### config.mk
export PLATFORM = sky130hd
export DESIGN_NAME = fader_curve_interpolator_flat
export DESIGN_NICKNAME = d
export VERILOG_FILES = /design/src/rtl/core/fci_pkg.sv /design/src/rtl/core/fci_if.sv /design/src/rtl/core/fci_filter.sv /design/src/rtl/core/fci_segment.sv /design/src/rtl/core/fci_blend.sv /design/src/rtl/core/fader_curve_interpolator.sv /design/src/flat_wrapper.sv
export SDC_FILE = /design/constraint.sdc
export NUM_CORES = 1
export LEC_CHECK = 0
export BUFFER_PORTS_ARGS = -buffer_cell sky130_fd_sc_hd__buf_2
export CAP_MARGIN = 20
export CORE_ASPECT_RATIO = 2
export CORE_MARGIN = 4
export CORE_UTILIZATION = 55
export DETAILED_ROUTE_END_ITERATION = 8
export GPL_ROUTABILITY_DRIVEN = 0
export PLACE_DENSITY_LB_ADDON = 0.3
export SYNTH_ARGS = -nofsm -noshare
export SYNTH_HDL_FRONTEND = slang
export SYNTH_SLANG_ARGS = --single-unit
### constraint.sdc
create_clock -name clock -period 16.2 [get_ports clock]
set_input_delay 2.43 -clock clock [delete_from_list [all_inputs] [get_ports clock]]
set_output_delay 2.43 -clock clock [all_outputs]
set_load 0.01 [all_outputs]
### src/rtl/core/fci_pkg.sv
// ----------------------------------------------------------------------------
// fci_pkg
// Widths, message codes and the breakpoint curve tables of the fader
// curve interpolator.
// ----------------------------------------------------------------------------
package fci_pkg;

   localparam int FRAC_BITS  = 24;
   localparam int GUARD_BITS = 16;
   localparam int NUM_SEGS   = 10;

   localparam int STATUS_W = 8;
   localparam int DATA_W   = 7;
   localparam int CHAN_W   = 4;
   localparam int POS_W    = 2 * DATA_W;
   localparam int SEG_W    = 4;
   localparam int D_W      = 12;                  // widest segment is 2350 steps
   localparam int SLOPE_W  = FRAC_BITS + 6;
   localparam int PROD_W   = D_W + SLOPE_W;
   localparam int LEVEL_W  = FRAC_BITS + 1;
   localparam int FADER_W  = 25;

   localparam logic [STATUS_W-1:0] STATUS_PITCH_BEND = 8'hE0;
   localparam logic [POS_W-1:0]    TOP_POSITION      = 14'd16383;

   localparam logic [LEVEL_W-1:0] ONE_LEVEL = LEVEL_W'(1) << FRAC_BITS;
   localparam logic [FADER_W-1:0] FADER_MAX = FADER_W'(ONE_LEVEL);
   localparam logic [PROD_W:0]    ROUND_HALF = (PROD_W + 1)'(1) << (GUARD_BITS - 1);

   // Elaboration-time math for the tables, all rounded to nearest, ties up.
   localparam logic [127:0] UNIT    = 128'd1000000000;
   localparam int           SHIFT_B = FRAC_BITS + 1;
   localparam int           SHIFT_S = FRAC_BITS + GUARD_BITS + 1;

   localparam logic [POS_W-1:0] CURVE_X [0:NUM_SEGS] = '{
      14'd0, 14'd530, 14'd1700, 14'd2750, 14'd3850, 14'd6100,
      14'd8250, 14'd10600, 14'd12720, 14'd14900, 14'd16383
   };

   localparam logic [LEVEL_W-1:0] BASE_TAB [0:NUM_SEGS-1] = '{
      LEVEL_W'(((128'd0         << SHIFT_B) + UNIT) / (UNIT * 128'd2)),
      LEVEL_W'(((128'd316228    << SHIFT_B) + UNIT) / (UNIT * 128'd2)),
      LEVEL_W'(((128'd1000000   << SHIFT_B) + UNIT) / (UNIT * 128'd2)),
      LEVEL_W'(((128'd3162280   << SHIFT_B) + UNIT) / (UNIT * 128'd2)),
      LEVEL_W'(((128'd10000000  << SHIFT_B) + UNIT) / (UNIT * 128'd2)),
      LEVEL_W'(((128'd31622800  << SHIFT_B) + UNIT) / (UNIT * 128'd2)),
      LEVEL_W'(((128'd100000000 << SHIFT_B) + UNIT) / (UNIT * 128'd2)),
      LEVEL_W'(((128'd177828000 << SHIFT_B) + UNIT) / (UNIT * 128'd2)),
      LEVEL_W'(((128'd316228000 << SHIFT_B) + UNIT) / (UNIT * 128'd2)),
      LEVEL_W'(((128'd562341000 << SHIFT_B) + UNIT) / (UNIT * 128'd2))
   };

   // slope = dY * 2^(F+G) / (1e9 * dX), guard bits below the level LSB
   localparam logic [SLOPE_W-1:0] SLOPE_TAB [0:NUM_SEGS-1] = '{
      SLOPE_W'(((128'd316228    << SHIFT_S) + UNIT * 128'd530)  / (UNIT * 128'd1060)),
      SLOPE_W'(((128'd683772    << SHIFT_S) + UNIT * 128'd1170) / (UNIT * 128'd2340)),
      SLOPE_W'(((128'd2162280   << SHIFT_S) + UNIT * 128'd1050) / (UNIT * 128'd2100)),
      SLOPE_W'(((128'd6837720   << SHIFT_S) + UNIT * 128'd1100) / (UNIT * 128'd2200)),
      SLOPE_W'(((128'd21622800  << SHIFT_S) + UNIT * 128'd2250) / (UNIT * 128'd4500)),
      SLOPE_W'(((128'd68377200  << SHIFT_S) + UNIT * 128'd2150) / (UNIT * 128'd4300)),
      SLOPE_W'(((128'd77828000  << SHIFT_S) + UNIT * 128'd2350) / (UNIT * 128'd4700)),
      SLOPE_W'(((128'd138400000 << SHIFT_S) + UNIT * 128'd2120) / (UNIT * 128'd4240)),
      SLOPE_W'(((128'd246113000 << SHIFT_S) + UNIT * 128'd2180) / (UNIT * 128'd4360)),
      SLOPE_W'(((128'd437659000 << SHIFT_S) + UNIT * 128'd1483) / (UNIT * 128'd2966))
   };

   typedef struct packed {
      logic [POS_W-1:0] pos;
   } fci_pos_type;

   typedef struct packed {
      logic [PROD_W-1:0]  product;
      logic [LEVEL_W-1:0] base;
      logic               top;
   } fci_prod_type;

endpackage

### src/rtl/core/fci_if.sv
// ----------------------------------------------------------------------------
// fci_if
// Valid/ready channels of the fader curve interpolator: request,
// response and control register write.
// ----------------------------------------------------------------------------
interface fci_req_if;
   logic       valid;
   logic       ready;
   logic [7:0] status_byte;
   logic [6:0] data_low;
   logic [6:0] data_high;

   modport source (output valid, output status_byte, output data_low, output data_high,
                   input ready);
   modport sink   (input valid, input status_byte, input data_low, input data_high,
                   output ready);
endinterface

interface fci_rsp_if;
   logic        valid;
   logic        ready;
   logic [24:0] fader_level;

   modport source (output valid, output fader_level, input ready);
   modport sink   (input valid, input fader_level, output ready);
endinterface

interface fci_csr_if;
   logic       valid;
   logic       ready;
   logic [3:0] midi_channel;

   modport source (output valid, output midi_channel, input ready);
   modport sink   (input valid, input midi_channel, output ready);
endinterface

### src/rtl/core/fci_filter.sv
// ----------------------------------------------------------------------------
// fci_filter
// Input stage: keeps pitch bends on the selected channel and registers
// the joined 14-bit position.
// ----------------------------------------------------------------------------
module fci_filter
   import fci_pkg::*;
(
   input  logic              clock,
   input  logic              reset,
   input  logic [CHAN_W-1:0] midi_channel,
   fci_req_if.sink           req_ch,
   output logic              pos_valid,
   input  logic              pos_ready,
   output fci_pos_type       pos_data
);

   logic        valid_ff, valid_in;
   fci_pos_type data_ff, data_in;
   logic        up_ready;
   logic        match;

   assign up_ready = !valid_ff || pos_ready;
   assign match    = (req_ch.status_byte == (STATUS_PITCH_BEND | {4'h0, midi_channel}));

   always_comb begin
      valid_in = valid_ff;
      data_in  = data_ff;
      if (up_ready) begin
         // other messages are dropped here and never occupy the pipe
         valid_in = req_ch.valid && match;
         data_in.pos = {req_ch.data_high, req_ch.data_low};
      end
   end

   always_ff @(posedge clock) begin
      if (reset) begin
         valid_ff <= 1'b0;
      end else begin
         valid_ff <= valid_in;
      end
      data_ff <= data_in;
   end

   assign req_ch.ready = up_ready;
   assign pos_valid    = valid_ff;
   assign pos_data     = data_ff;

endmodule

### src/rtl/core/fci_segment.sv
// ----------------------------------------------------------------------------
// fci_segment
// Segment lookup and slope multiply: finds the curve segment of the
// position and registers offset times slope with the segment base.
// ----------------------------------------------------------------------------
module fci_segment
   import fci_pkg::*;
(
   input  logic         clock,
   input  logic         reset,
   input  logic         pos_valid,
   output logic         pos_ready,
   input  fci_pos_type  pos_data,
   output logic         prod_valid,
   input  logic         prod_ready,
   output fci_prod_type prod_data
);

   logic         valid_ff, valid_in;
   fci_prod_type data_ff, data_in;
   logic [SEG_W-1:0] seg;
   logic [D_W-1:0]   offset;

   assign pos_ready = !valid_ff || prod_ready;

   // breakpoints rise, so the segment is the count of inner points passed
   always_comb begin
      seg = '0;
      for (int i = 1; i < NUM_SEGS; i++) begin
         seg = seg + SEG_W'(pos_data.pos >= CURVE_X[i]);
      end
   end

   assign offset = D_W'(pos_data.pos - CURVE_X[seg]);

   always_comb begin
      valid_in = valid_ff;
      data_in  = data_ff;
      if (pos_ready) begin
         valid_in        = pos_valid;
         data_in.product = PROD_W'(offset) * PROD_W'(SLOPE_TAB[seg]);
         data_in.base    = BASE_TAB[seg];
         data_in.top     = (pos_data.pos == TOP_POSITION);
      end
   end

   always_ff @(posedge clock) begin
      if (reset) begin
         valid_ff <= 1'b0;
      end else begin
         valid_ff <= valid_in;
      end
      data_ff <= data_in;
   end

   assign prod_valid = valid_ff;
   assign prod_data  = data_ff;

endmodule

### src/rtl/core/fci_blend.sv
// ----------------------------------------------------------------------------
// fci_blend
// Output stage: rounds off the guard bits, adds the segment base, clamps
// the top end and holds the level in the response register.
// ----------------------------------------------------------------------------
module fci_blend
   import fci_pkg::*;
(
   input  logic         clock,
   input  logic         reset,
   input  logic         prod_valid,
   output logic         prod_ready,
   input  fci_prod_type prod_data,
   fci_rsp_if.source    rsp_ch
);

   logic               valid_ff, valid_in;
   logic [LEVEL_W-1:0] level_ff, level_in;
   logic [PROD_W:0]    rounded;
   logic [LEVEL_W-1:0] ramp;

   assign prod_ready = !valid_ff || rsp_ch.ready;
   assign rounded    = {1'b0, prod_data.product} + ROUND_HALF;
   assign ramp       = rounded[GUARD_BITS +: LEVEL_W];

   always_comb begin
      valid_in = valid_ff;
      level_in = level_ff;
      if (prod_ready) begin
         valid_in = prod_valid;
         level_in = prod_data.top ? ONE_LEVEL : prod_data.base + ramp;
      end
   end

   always_ff @(posedge clock) begin
      if (reset) begin
         valid_ff <= 1'b0;
      end else begin
         valid_ff <= valid_in;
      end
      level_ff <= level_in;
   end

   assign rsp_ch.valid       = valid_ff;
   assign rsp_ch.fader_level = FADER_W'(level_ff);

endmodule

### src/rtl/core/fader_curve_interpolator.sv
// ----------------------------------------------------------------------------
// fader_curve_interpolator
// Maps pitch bend fader positions through an 11-point level curve.
// ----------------------------------------------------------------------------
// Usage:
//  - req_ch carries one MIDI message per transfer (status, two data bytes).
//    Only pitch bends on the channel held in the control register make a
//    result; everything else is consumed and dropped.
//  - rsp_ch returns the level, unsigned with FRAC_BITS fraction bits, where
//    2^FRAC_BITS is full scale. One response per kept message, in order.
//  - csr_ch writes the 4-bit channel; it is always ready. Write it only while
//    no message is in flight.
//  - From request transfer to response valid, the message passes the input,
//    segment/multiply and response registers in that order.
//  - Throughput is one message per cycle while rsp_ch is ready; the three
//    stages each take a new item when empty or when their own item moves on.
//  - When rsp_ch stalls, the response holds and the stages behind it keep
//    filling; req_ch.ready drops only once all three stages hold items.
//  - Synchronous reset empties the pipeline and sets the channel to 0.
// ----------------------------------------------------------------------------
module fader_curve_interpolator
   import fci_pkg::*;
(
   input  logic      clock,
   input  logic      reset,
   fci_csr_if.sink   csr_ch,
   fci_req_if.sink   req_ch,
   fci_rsp_if.source rsp_ch
);

   logic [CHAN_W-1:0] midi_channel_ff, midi_channel_in;
   logic              pos_valid, pos_ready;
   fci_pos_type       pos_data;
   logic              prod_valid, prod_ready;
   fci_prod_type      prod_data;

   assign csr_ch.ready    = 1'b1;
   assign midi_channel_in = csr_ch.valid ? csr_ch.midi_channel : midi_channel_ff;

   always_ff @(posedge clock) begin
      if (reset) begin
         midi_channel_ff <= '0;
      end else begin
         midi_channel_ff <= midi_channel_in;
      end
   end

   fci_filter u_filter (
      .clock        (clock),
      .reset        (reset),
      .midi_channel (midi_channel_ff),
      .req_ch       (req_ch),
      .pos_valid    (pos_valid),
      .pos_ready    (pos_ready),
      .pos_data     (pos_data)
   );

   fci_segment u_segment (
      .clock      (clock),
      .reset      (reset),
      .pos_valid  (pos_valid),
      .pos_ready  (pos_ready),
      .pos_data   (pos_data),
      .prod_valid (prod_valid),
      .prod_ready (prod_ready),
      .prod_data  (prod_data)
   );

   fci_blend u_blend (
      .clock      (clock),
      .reset      (reset),
      .prod_valid (prod_valid),
      .prod_ready (prod_ready),
      .prod_data  (prod_data),
      .rsp_ch     (rsp_ch)
   );

endmodule

### src/flat_wrapper.sv
// flat-port wrapper written by rule: the top's interface ports become plain ports
module fader_curve_interpolator_flat import fci_pkg::*;
  (clock, reset, csr_ch_valid, csr_ch_midi_channel, csr_ch_ready, req_ch_valid, req_ch_status_byte, req_ch_data_low, req_ch_data_high, req_ch_ready, rsp_ch_valid, rsp_ch_fader_level, rsp_ch_ready);
  fci_csr_if csr_ch_i ();
  fci_req_if req_ch_i ();
  fci_rsp_if rsp_ch_i ();
  input  logic clock;
  input  logic reset;
  input wire logic [$bits(csr_ch_i.valid)-1:0] csr_ch_valid;
  input wire logic [$bits(csr_ch_i.midi_channel)-1:0] csr_ch_midi_channel;
  output wire logic [$bits(csr_ch_i.ready)-1:0] csr_ch_ready;
  input wire logic [$bits(req_ch_i.valid)-1:0] req_ch_valid;
  input wire logic [$bits(req_ch_i.status_byte)-1:0] req_ch_status_byte;
  input wire logic [$bits(req_ch_i.data_low)-1:0] req_ch_data_low;
  input wire logic [$bits(req_ch_i.data_high)-1:0] req_ch_data_high;
  output wire logic [$bits(req_ch_i.ready)-1:0] req_ch_ready;
  output wire logic [$bits(rsp_ch_i.valid)-1:0] rsp_ch_valid;
  output wire logic [$bits(rsp_ch_i.fader_level)-1:0] rsp_ch_fader_level;
  input wire logic [$bits(rsp_ch_i.ready)-1:0] rsp_ch_ready;
  assign csr_ch_i.valid = csr_ch_valid;
  assign csr_ch_i.midi_channel = csr_ch_midi_channel;
  assign csr_ch_ready = csr_ch_i.ready;
  assign req_ch_i.valid = req_ch_valid;
  assign req_ch_i.status_byte = req_ch_status_byte;
  assign req_ch_i.data_low = req_ch_data_low;
  assign req_ch_i.data_high = req_ch_data_high;
  assign req_ch_ready = req_ch_i.ready;
  assign rsp_ch_valid = rsp_ch_i.valid;
  assign rsp_ch_fader_level = rsp_ch_i.fader_level;
  assign rsp_ch_i.ready = rsp_ch_ready;
  fader_curve_interpolator u_core (.clock(clock), .reset(reset), .csr_ch(csr_ch_i), .req_ch(req_ch_i), .rsp_ch(rsp_ch_i));
endmodule
; After elaboration in Yosys (flattened, before gate mapping)
; Memory sizes are Yosys's and may differ from the RTL's. A register that Yosys moved wholly into a read port is not among the register bits.
; Index checks and enable logic that the tools add are counted.
[op_classes]
add_sub_neg = 11
multipliers = 1
n_div = 0
magnitude_cmp = 10
n_eq_ne = 2
n_shift = 0
mux = 4
bitwise_logic = 1
reduce_logical = 7
[op_table]
columns = op, n
row1 = $mux 30, 2
row2 = $ge 14x14->1 const B, 4
row3 = $add 41x16->41 const B, 1
row4 = $mul 12x30->41, 1
row5 = $ge 14x12->1 const B, 2
row6 = $add 25x25->25, 1
row7 = $mux 12, 2
row8 = $add 4x1->4, 5
row9 = $eq 14x14->1 const B, 1
row10 = $ge 14x10->1 const B, 1
row11 = $ge 14x11->1 const B, 1
row12 = $ge 14x13->1 const B, 1
row13 = $sub 12x12->12, 1
row14 = $eq 8x8->1, 1
row15 = $ge 5x5->1 const B, 1
row16 = $not 4->5, 1
row17 = $add 3x1->4, 1
row18 = $add 2x1->3, 1
row19 = $logic_not 1->1, 3
row20 = $logic_or 1x1->1, 3
row21 = $add 1x1->2, 1
row22 = $logic_and 1x1->1, 1
[totals]
register_bits = 88
latch_bits = 0
ramBits = 0
mem_bits_ro = 1104
inputBits = 31
out_inout_bits = 28
wordCells = 47
memories = 3
[memory_table]
columns = memory, words, width, read_ports, rd_clocked_by_memory_dff, write_ports, line_no
row1 = (no name shown), 16, 30, 1, 0, 0, fci_segment.sv:41  ; data_in.product = PROD_W'(offset) * PROD_W'(SLOPE_TAB[seg]);
row2 = (no name shown), 16, 25, 1, 1, 0, fci_segment.sv:42  ; data_in.base = BASE_TAB[seg];
row3 = (no name shown), 16, 14, 1, 0, 0, fci_segment.sv:34  ; assign offset = D_W'(pos_data.pos - CURVE_X[seg]);

; Longest topological paths before layout
[logic_depth]
depth_word = 15
mapped_depth = 51
depth_no_buf = 48

; Hierarchy
; From an unflattened synthesis, not the netlist that was laid out.
[hier_totals]
cells_unflattened = 1981
area_unflattened_um2 = 17863.4
[by_module_without_submodules]
columns = module, n_inst, cells_each, area_per_inst_um2, seq_area_each_um2
row1 = fci_segment, 1, 1660, 14612.8, 2031.9
row2 = fci_blend, 1, 282, 2587.5, 770.7
row3 = fci_filter, 1, 24, 511.7, 440.4
row4 = fader_curve_interpolator, 1, 15, 151.4, 80.1

; Worst setup path after synthesis
; Ideal clock, no wire load.
[synth_timing]
path_type = reg2reg
start = reg u_core.u_filter.data_ff (netlist bit u_core.u_filter.pos_data[4])
end = reg u_core.u_segment.data_ff (netlist bit u_core.u_segment.prod_data[55]), data pin
setup_time_ps = 258
t_arrival_ps = 11465
required_time_ps = 15942
path_slack_ps = 4477
stages_incl_launch_ff = 49
path_buffers = 3
synth_period_minus_slack_ps = 11723
path_cell_list = edfxtp_1 > nand2_1 > o21ai_0 > a21oi_1 > nand4b_1 > fa_1 > inv_1 > fa_1 > inv_1 > fa_1 > fa_1 > inv_1 > fa_1 > xnor2_1 > inv_1 > clkbuf_1 > clkbuf_1 > ha_1 > [... 13 more ...] > fa_1 > fa_1 > fa_1 > fa_1 > inv_1 > fa_1 > inv_1 > ha_1 > nand3_1 > nor2_1 > a31oi_1 > a31oi_1 > o2111a_1 > or2_2 > o21a_1 > o21a_1 > nor2_1 > xnor2_1
[synth_between]
elab_chain_cells = 15
elab_cells_between_ends = 26
cone_classes = add/sub (9) / mul (1) / order compare (9) / mux (4) / bitwise (1) / memory (2)
[synth_rtl]
columns = element, line_no
row1 = from (decl), fci_filter.sv:19  ; fci_pos_type data_ff, data_in;
row2 = from (signal assigned), fci_filter.sv:42  ; data_ff <= data_in;
row3 = $ge 14x10->1 / $ge 14x11->1 (equally long branches), fci_segment.sv:30  ; seg = seg + SEG_W'(pos_data.pos >= CURVE_X[i]);
row4 = $add 1x1->2, fci_segment.sv:30
row5 = $add 2x1->3, fci_segment.sv:30
row6 = $add 3x1->4, fci_segment.sv:30
row7 = $add 4x1->4 (5 in a row), fci_segment.sv:30
row8 = $not 4->5 (implied by the code), "fci_segment.sv:34, fci_segment.sv:41"
row9 = $mem_v2 16x14, --
row10 = $mux 12 (implied by the code) (2 in a row), fci_segment.sv:34
row11 = $sub 12x12->12, fci_segment.sv:34
row12 = $mul 12x30->41 *, fci_segment.sv:41
row13 = to (signal assigned), fci_segment.sv:53  ; data_ff <= data_in;
row14 = to (decl), fci_segment.sv:20  ; fci_prod_type data_ff, data_in;
; Mark *: on every way between the ends. The rest lies on a longest branch, timed or not. The select of a mux whose other input is x is not followed.
; A chain may end at the register's enable or synchronous reset.

; Worst setup path after layout
[layout_timing]
start = reg u_core.u_filter.data_ff (netlist bit u_core.u_filter.pos_data[7])
end = reg u_core.u_segment.data_ff (netlist bit u_core.u_segment.prod_data[64]), data pin
; Same word-level chain as after synthesis.

==> impl_results.md <==
- Status: complete, no violations
- Pin slew with the least headroom to its limit: 1.14 ns
- Total iterations of the first detailed-routing run: 6
- First-pass GRT wire length: ~68 mm
- Ant diodes: 0
- Critical path startpoint category: flop
- Netlist Area Pre-Place: between 15,000 and 20,000 um2
- Setup repair bufs after CTS: 0
- Vias per inst: 5.93
- Setup TNS: 0 ns
- Slew Viols, Final: 0
- Number of synthesized flops with an enable pin: 90
- Rows: 87
- Total number of vias: between 10,000 and 15,000
- CTS tree: yes
- Share of flip-flops with an asynchronous set or reset: 0
- Register area share after synthesis: 0.179
- Main flop type after synthesis: edfxtp_1
- Clock slew at reported path FFs: 0.08 ns
- Final wirelength: approximately 43 mm
- Clock tree root driver cell: clkbuf_16
- MaxCap Viol Count: 0
- Top Ports: 59
- Mapped Nets: about 2,200
- Routed len/inst: 19.9 um
- RSZ-0062 raised after global routing: false
- Fin Clk Skew: approximately 0.0076 ns
- H-Tree Depth: 3
- Worst min-delay path endpoint: u_core.u_segment.prod_valid
- Overall routing resource usage: 0.276
- Worst-path fanout max: 16
- DRC viols: 0
- Slowest stage cell, crit path: fa_1
- Initial antenna violation count: 1
- Syn avg cell area: 9.10 um2
- Yosys reg bits: 97
- HPWL after DPL: 35.1 mm
- Starting Density: 0.560
- Die area: around 32,000 um2
- Die Span Y: 248 um
- Crit. End Element: flop
- Hold slack: 0.476 ns
- Crit Path Class: flop to flop
- Hold depth: 2
- Overflow after GRT: 0
- Tcrit/Tclk final: 0.825
- Reg-to-reg endpoint: u_core.u_segment.prod_data[64]
- Post-route ant nets: 0
- Die width: ~130 um
- Slew HR: 0.235
- HP Start: u_core.u_filter.pos_valid
- F_max: approximately 75 MHz
- Worst path max stage delay: ~0.62 ns
- R2r setup slk: between 2 and 3 ns
- Hold Fails Final Rpt: 0
- Reg2reg start: u_core.u_filter.pos_data[7]
- Crit path DAT: approximately 14 ns
- Fin crit period: 13.37 ns
- Core outline area: ~28,000 um2
- Post-synthesis cell type count: 68
- Tightest Hold Check Type: flop to flop
- Reg2reg path depth: 44
- Layout Nets: 2,209
- IO Port Bufs: 57
- CP Data Required Time: ~16 ns
- Clock Latency Late Sink: around 0.37 ns
- Layout area overhead: 6.60%
- Number of global-route vias before repair: about 14,000
- Sink Count: 97
- Post_cts resized: 0
- First-iteration detailed-routing DRC count: 1,083
- Yosys warning count: 0
- Clk buf depth: 2
- Post-Syn Instances: ~1,700
- Cts hold-fix bufs: 0
- Total CTS buffers: 9
- Share of layout cells above drive strength 1: 0.0687
- Largest net degree at the start of global routing: 52
- Setup Viol. Count Final: 0
- Cell mode on critical path: fa_1
kinds of logic after synthesis:
| group | after synthesis | synth area share |
|---|---|---|
| other cells | 1 | 0.000236 |
| fa+ha+maj | 393 | 0.434 |
| mux | 4 | 0.00252 |
| compound gates | 204 | 0.0833 |
| xor+xnor | 86 | 0.0483 |
| flops | 97 | 0.179 |
| simple gates | 618 | 0.170 |
| buf+inv | 344 | 0.0820 |
layout make-up:
type,instances,area (um2)
clock buffer,9,225
clock inverter,7,83.8
fill,2429,11500
inverter,290,1090
multi-input combinational,1306,11800
sequential,97,2840
tap,356,445
timing repair buffer,81,482
critical path, delay by kind of cell, from the launching register on:
| family | cells | cell delay [ns] |
|---|---|---|
| DFF | 1 | 0.51 |
| xor gates and xnor gates | 2 | 0.57 |
| adders and majority gates | 13 | 6.07 |
| and+or+nand+nor | 6 | 1.68 |
| buffers and inverters | 5 | 0.64 |
| AOI/OAI and AO/OA | 18 | 3.63 |
synthesized netlist by cell type, types with 2 or more instances:
library cell,number,area [um2]
nor4_1,6,37.5
o21a_1,12,90.1
and2_1,9,56.3
buf_2,7,35.0
ha_1,128,1600
a211o_1,2,17.5
a31oi_1,10,62.6
dfxtp_1,7,140
a31o_2,2,17.5
xnor2_1,56,490
a21o_1,24,180
edfxtp_1,90,2700
nand2_1,241,905
and3_1,13,81.3
mux2i_1,4,40.0
nor2b_1,13,81.3
nand3_1,22,110
a311oi_1,2,17.5
o211ai_1,7,52.6
and4_1,2,17.5
nand2b_1,31,194
a211oi_1,5,37.5
inv_1,288,1080
o21ai_0,39,195
or3_1,19,119
nand4_1,13,81.3
o21ai_1,5,25.0
fa_1,265,5310
o21ai_2,2,17.5
xor2_1,29,254
buf_1,3,11.3
a221oi_1,2,17.5
clkbuf_1,43,161
o21bai_1,5,37.5
or2_2,6,37.5
nor2_1,201,754
nor3_1,34,170
o31ai_1,4,30.0
o31a_1,2,17.5
a21oi_1,66,330
cells in the final DEF, fill, tap and decap left out, drive strengths merged, types with 3 or more instances in the layout:
cell and n:
and2 10, or2 7, nand2b 31, inv 292
clkinvlp 3, nor3 35, nor4 6, ha 128
nor2 202, o21ai 46, a21o 24, mux2i 4
a31oi 10, nand4 13, xnor2 56, or3 19
xor2 29, a211oi 6, o211ai 7, nand3 22
edfxtp 90, and3 13, o21a 12, o21bai 6
nor2b 13, fa 265, clkbuf 9, dfxtp 7
buf 81, nand2 241, a21oi 67, o31ai 5
sequential cells by signal, summed over array words and instances, names as in the netlist:
register                           cells
u_core.u_segment.prod_data            51
u_core.midi_channel_ff                 4
u_core.u_blend.rsp_ch.valid            1
u_core.u_blend.rsp_ch.fader_level     25
u_core.u_filter.pos_data              14
u_core.u_segment.prod_valid            1
u_core.u_filter.pos_valid              1
metrics by stage:
stage	area (um2)	utilization	worst slack (ns)	std cells
6_report	16900	0.596	2.83	2146
5_1_grt	16900	0.596	2.16	2146
2_1_floorplan	15900	-	4.48	1747
4_1_cts	16900	0.596	3.04	2145
3_3_place_gp	16600	0.584	3.53	2128
3_5_place_dp	16600	0.585	3.07	2129
per-layer routing:
layer  up-vias  share of wire  GRT usage
li1       5621              -          -
met1      6173           0.32      0.285
met2       668           0.52      0.491
met3       257          0.069     0.0380
met4         2          0.096      0.212
met5         -        0.00026          0
worst max-delay path by stage:
stage | cells after the start | slack, ns | to | startpoint
after floorplan | 48 | 4.48 | u_core.u_segment.prod_data[55] | u_core.u_filter.pos_data[4]
after global placement | 44 | 3.53 | u_core.u_segment.prod_data[64] | u_core.u_filter.pos_data[7]
after detailed placement | 44 | 3.07 | u_core.u_segment.prod_data[64] | u_core.u_filter.pos_data[7]
after CTS | 44 | 3.04 | u_core.u_segment.prod_data[64] | u_core.u_filter.pos_data[7]
after global routing | 45 | 2.16 | u_core.u_segment.prod_data[64] | u_core.u_filter.pos_data[7]
final | 44 | 2.83 | u_core.u_segment.prod_data[64] | u_core.u_filter.pos_data[7]
Power is left out: the tool's default activity adds up to more than one toggle a clock period on the data nets, which glitch-free logic cannot reach.
